--- src/sv/dnpc_pkg.sv ---
// Shared types and constants for the disc neighbour pixel count block.
package dnpc_pkg;

  // Configuration port address width: four 32-bit registers at 4*i.
  localparam int ADDR_W = 4;

  // Saturation value of the neighbour count.
  localparam int COUNT_MAX = 1023;

  // Command codes.
  localparam logic CMD_WRITE = 1'b0;
  localparam logic CMD_QUERY = 1'b1;

  // Register reset values.
  localparam logic [8:0] IMAGE_ROWS_RST = 9'd256;
  localparam logic [8:0] IMAGE_COLS_RST = 9'd256;
  localparam logic [9:0] HIGH_COUNT_RST = 10'd20;
  localparam logic [9:0] COUNT_THRESH_RST = 10'd10;

  typedef enum logic [1:0] {
    REG_IMAGE_ROWS   = 2'd0,
    REG_IMAGE_COLS   = 2'd1,
    REG_HIGH_COUNT   = 2'd2,
    REG_COUNT_THRESH = 2'd3
  } reg_idx_t;

  typedef struct packed {
    logic [8:0] image_rows;
    logic [8:0] image_cols;
    logic [9:0] high_count_value;
    logic [9:0] count_threshold;
  } cfg_t;

  typedef struct packed {
    logic       cmd;
    logic [7:0] pixel_row;
    logic [7:0] pixel_col;
    logic       pixel_set;
    logic [9:0] nn_distance_q4;
  } item_t;

  typedef struct packed {
    logic [9:0] neighbour_count;
    logic [9:0] k_value;
  } result_t;

  typedef enum logic [3:0] {
    ST_CLEAR,
    ST_IDLE,
    ST_W_RD,
    ST_W_WR,
    ST_Q_RAD,
    ST_Q_SQR,
    ST_Q_ROW,
    ST_Q_DRAIN,
    ST_Q_DONE
  } state_t;

endpackage

--- src/sv/dnpc_cfg_regs.sv ---
// Configuration register file on an APB-style port.
module dnpc_cfg_regs import dnpc_pkg::*; (
  input  logic              clk,
  input  logic              rst,
  input  logic              psel,
  input  logic              penable,
  input  logic              pwrite,
  input  logic [ADDR_W-1:0] paddr,
  input  logic [31:0]       pwdata,
  output logic [31:0]       prdata,
  output logic              pready,
  output cfg_t              cfg
);

  reg_idx_t idx;
  logic     wr_en;

  assign idx    = reg_idx_t'(paddr[3:2]);
  assign wr_en  = psel & penable & pwrite;
  assign pready = 1'b1;

  always_ff @(posedge clk) begin
    if (rst) begin
      cfg.image_rows       <= IMAGE_ROWS_RST;
      cfg.image_cols       <= IMAGE_COLS_RST;
      cfg.high_count_value <= HIGH_COUNT_RST;
      cfg.count_threshold  <= COUNT_THRESH_RST;
    end else if (wr_en) begin
      case (idx)
        REG_IMAGE_ROWS:   cfg.image_rows       <= pwdata[8:0];
        REG_IMAGE_COLS:   cfg.image_cols       <= pwdata[8:0];
        REG_HIGH_COUNT:   cfg.high_count_value <= pwdata[9:0];
        REG_COUNT_THRESH: cfg.count_threshold  <= pwdata[9:0];
        default: ;
      endcase
    end
  end

  always_comb begin
    case (idx)
      REG_IMAGE_ROWS:   prdata = {23'd0, cfg.image_rows};
      REG_IMAGE_COLS:   prdata = {23'd0, cfg.image_cols};
      REG_HIGH_COUNT:   prdata = {22'd0, cfg.high_count_value};
      REG_COUNT_THRESH: prdata = {22'd0, cfg.count_threshold};
      default:          prdata = 32'd0;
    endcase
  end

endmodule

--- config.mk ---
export PLATFORM = sky130hd
export DESIGN_NAME = dnpc_cfg_regs
export DESIGN_NICKNAME = d
export VERILOG_FILES = /design/src/sv/dnpc_pkg.sv /design/src/sv/dnpc_cfg_regs.sv
export SDC_FILE = /design/constraint.sdc
export NUM_CORES = 1
export LEC_CHECK = 0
export BUFFER_PORTS_ARGS = -buffer_cell sky130_fd_sc_hd__buf_2
export CAP_MARGIN = 20
export CORE_MARGIN = 5
export CORE_UTILIZATION = 40
export DETAILED_ROUTE_END_ITERATION = 10
export PLACE_DENSITY = 0.76
export SLEW_MARGIN = 20
export SYNTH_ARGS = -nofsm -noshare
export SYNTH_HDL_FRONTEND = slang
export SYNTH_SLANG_ARGS = --single-unit
--- constraint.sdc ---
create_clock -name clk -period 1.2 [get_ports clk]
set_input_delay 0.24 -clock clk [delete_from_list [all_inputs] [get_ports clk]]
set_output_delay 0.24 -clock clk [all_outputs]
set_load 0.1 [all_outputs]
After elaboration in Yosys (flattened, before gate mapping)

Cells that the tools add are included.

Register bits after elaboration: 38
Input bits: 41
Output and inout bits: 71
Logic and storage cells: 15

Equal/unequal tests: 3
Multiplexer cells: 1
Bitwise operators: 2
Reduce and logical (&&, ||, !) cells: 5

Operators by type and width:

| cell               | count |
|---|---|
| $pmux 32 s4        | 1 |
| $reduce_and 2->1   | 4 |
| $eq 2x2->1 const B | 2 |
| $and 1x1->1        | 2 |
| $eq 2x1->1 const B | 1 |
| $logic_not 2->1    | 1 |

Depth between registers and ports, before layout

Word-level depth: 3
Mapped depth: 5
Gate-level depth less buffers: 3

Least setup slack after synthesis

Ideal clock, no wire load.

Kind: reg-to-output
Start: register cfg[9] (netlist name)
End: output port prdata[9]
Arrival time: 2483 ps
Data required time: 960 ps
Setup slack: -1523 ps
Stages on the path, launching flop included: 3
Buffers on the path: 0
Path through: dfxtp_1 > mux2i_1 > nor2b_1

Word-level cells in the longest chain between the ends: 1

RTL lines:

| element            | line                | text |
|---|---|---|
| start: declaration | dnpc_cfg_regs.sv:12 | `output cfg_t cfg` |
| $pmux 32 s4        | dnpc_cfg_regs.sv:40 | `case (idx)` |
| end: declaration   | dnpc_cfg_regs.sv:10 | `output logic [31:0] prdata,` |

No other way between the ends. The select of a mux whose other input is x is not followed.

Worst setup path in the final report

Start: register cfg[4] (netlist name)
End: output port prdata[4]

Same word-level chain as after synthesis.

==> metrics.md <==
| Metric | Value |
|---|---|
| WP data arrival | 1.32 ns |
| Asr flop ratio synth | 0% |
| Internal power | roughly 1.8 mW |
| Mapped Area | between 2000 and 2500 um2 |
| GRT Util Overall | 17.0% |
| Crit path max fanout | 2 |
| Post-Place Cells | 355 |
| Sequential power share | a little over two fifths |
| Max FFs per register | 38 |
| Initial antenna violation count | 0 |
| Largest registers | cfg: 38 flops |
| Final Util | between 70 and 80% |
| Static Leak | 1.62 nW |
| # setup viols final | 10 |
| Total grt overflow | 0 |
| Global placement routability congestion | 0.730 |
| CP max stage delay | around 0.49 ns |
| Nets | around 340 |
| Post-route ant nets | 0 |
| Vias/cell | 4.48 |
| Warnings from Yosys | 0 |
| DRC | 0 |
| EDFF count, synth | 0 |
| Unrepaired setup endpoints after global routing | yes |
| Total power | 2.92 mW |
| Max-Cap Viols | 0 |
| Fin. max-slew vios | 0 |
| PD cells | between 800 and 900 nW/um2 |
| Num ports | 112 |
| Startpoint types | flop |
| Clock sink count | 38 |
| Crit path cell chain | mux4_2, buf_6 |
| Share of layout cells above drive strength 1 | 59.6% |
| Die ar. | 6540 um2 |
| Hpwl dp | 4.08 mm |
| CTS tree | yes |
| First drt pass iteration count | 4 |
| Final std cells w/o fill | 364 |
| Avg WL per Cell | 14.5 um |
| Combinational power share | 31.0% |
| Setup TNS | -3.08 ns |
| Port Buffer Count | between 60 and 70 |
| Min-delay worst type | input pin to flop |
| Tightest Pin Transition | 0.641 ns |
| Top reg by flops | cfg |
| Share of Yosys cell area claimed by the top area cell type | 37.9% |
| Period utilization | 130% |
| Failing checks | setup timing |
| Root Buffer | clkbuf_8 |
| Post-synth top cells | nand2b_1, dfxtp_1, mux2i_1, buf_4, nor2_1 |
| Critical Path Slowest Stage Cell | mux4_2 |
| Rows | 25 |
| Detailed-route via count | about 1,600 |
| Count leader, synth | nand2b_1 |
| Core region area | 4790 um2 |
| Post-synth cell types | 23 |
| Largest net degree at the start of global routing | 50 |
| Max VDD drop | 0.403 mV |
| Clock network fraction of total power | 27.4% |
| First-pass GRT wire length | 8.43 mm |
| FMAX | 642 MHz |
| H-tree Lvls | 2 |
| Vias in the first global route | 1,769 |
| Tmin final | 1.56 ns |
| N_diodes | 0 |
| Main flop type after synthesis | dfxtp_1 |
| Crit path capture type | output pin |
| Insertion delay to the later sink of the worst-skew pair | 0.28 ns |
| Setup WS post-layout | -0.358 ns |
| Fill cells | between 300 and 400 |
| Initial Util | 42.0% |
| Sw Share | between 30 and 40% |
| Final wirelength | around 5.3 mm |
| Die Height | 80.9 um |
| Sequential area share after synthesis | 37.9% |
| Die width | 80.9 um |
| Synth Instances | 184 |
| Synth top area cells | dfxtp_1, mux2i_1, nand2b_1, buf_4, mux4_2 |
| Worst setup path category | flop to output pin |
| Flops & latches, synth | 38 |
| Final Hold Fails | 0 |
| Synth area leader | dfxtp_1 |
| DR iter-0 viols | 50 |
| Max Buffers Root-to-Sink | 2 |
| Max_slew headroom | 57.3% |
| Clock skew | 0 ns |
| CTS Buf Count | 5 |
| CTS clk-pin slew, worst paths | 0.07 ns |
| Syn_area_per_cell | approximately 11 um2 |
| P&R area growth vs syn | 77.3% |
| CP bufs+invs | 1 |
| P_sw | 1.09 mW |
| Worst path top cell family by delay | multiplexers |
| Status | finished with violations |
| Worst EP required | 0.96 ns |
| Final hold slack | 0.238 ns |
## per-layer routing
metal | wire [um] | up-vias | track usage [%]
met5 | 0 | - | 0
met4 | 38 | 0 | 4.05
met3 | 313 | 4 | 4.66
met2 | 2800 | 59 | 31.7
met1 | 2110 | 757 | 19.0
li1 | - | 810 | -
## final timing paths
path	depth (start not counted)	from	to	slack, ns
setup / recovery	2	cfg[4]	prdata[4]	-0.36
hold / removal	3	pwdata[1]	cfg[1]	0.24
setup reg to reg	2	cfg[14]	cfg[14]	0.35
hold reg to reg	2	cfg[12]	cfg[12]	0.59
## cells in the final DEF (no fill, tap or decap), drive strengths merged, types with 3 or more instances in the layout
cell type / n
buf: 119
nand2b: 42
dfxtp: 38
mux2i: 37
conb: 23
mux4: 9
nor2: 8
clkbuf: 7
nor3b: 3
## kinds of logic after synthesis
kind of cell	synth area share, %
multiplexers	29.1
AO/OA/AOI/OAI	0.872
buffers and inverters	12.1
flip-flops	37.9
other	0.374
AND/OR/NAND/NOR	19.7
## worst min-delay path, cell delays in order
cell	delay, ns
buf_2	0.09
nor2_1	0.04
mux2i_1	0.11
## layout make-up
cell class / instances / area (um2) / area share (%)
Clock buffer: 7 / 76.3 / 2.14
Multi-Input combinational cell: 133 / 1090 / 30.7
Sequential cell: 38 / 903 / 25.4
Tap cell: 67 / 83.8 / 2.36
Timing Repair Buffer: 119 / 1400 / 39.4
## power by group through the flow
stage          sequential [mW]  clock [mW]  combinational, mW
2_1_floorplan             1.37           0              0.627
3_3_place_gp              1.24           0              0.871
3_5_place_dp              1.24           0              0.878
4_1_cts                   1.21       0.833              0.905
5_1_grt                   1.21       0.889              0.937
6_report                  1.21       0.800              0.906
## timing repair
| action | CTS | global route |
|---|---|---|
| hold buffers | 0 | 0 |
| resized for setup | 22 | 3 |
| buffers inserted | 2 | 1 |
| setup endpoints to repair | 29 | 29 |
## through the flow
stage / instance area [um2] / worst slack (ns)
2_1_floorplan: 2240 / -0.291
3_3_place_gp: 3380 / -0.503
3_5_place_dp: 3380 / -0.512
4_1_cts: 3550 / -0.373
5_1_grt: 3560 / -0.392
6_report: 3560 / -0.358
No activity file was read; power rests on OpenSTA's default activity.
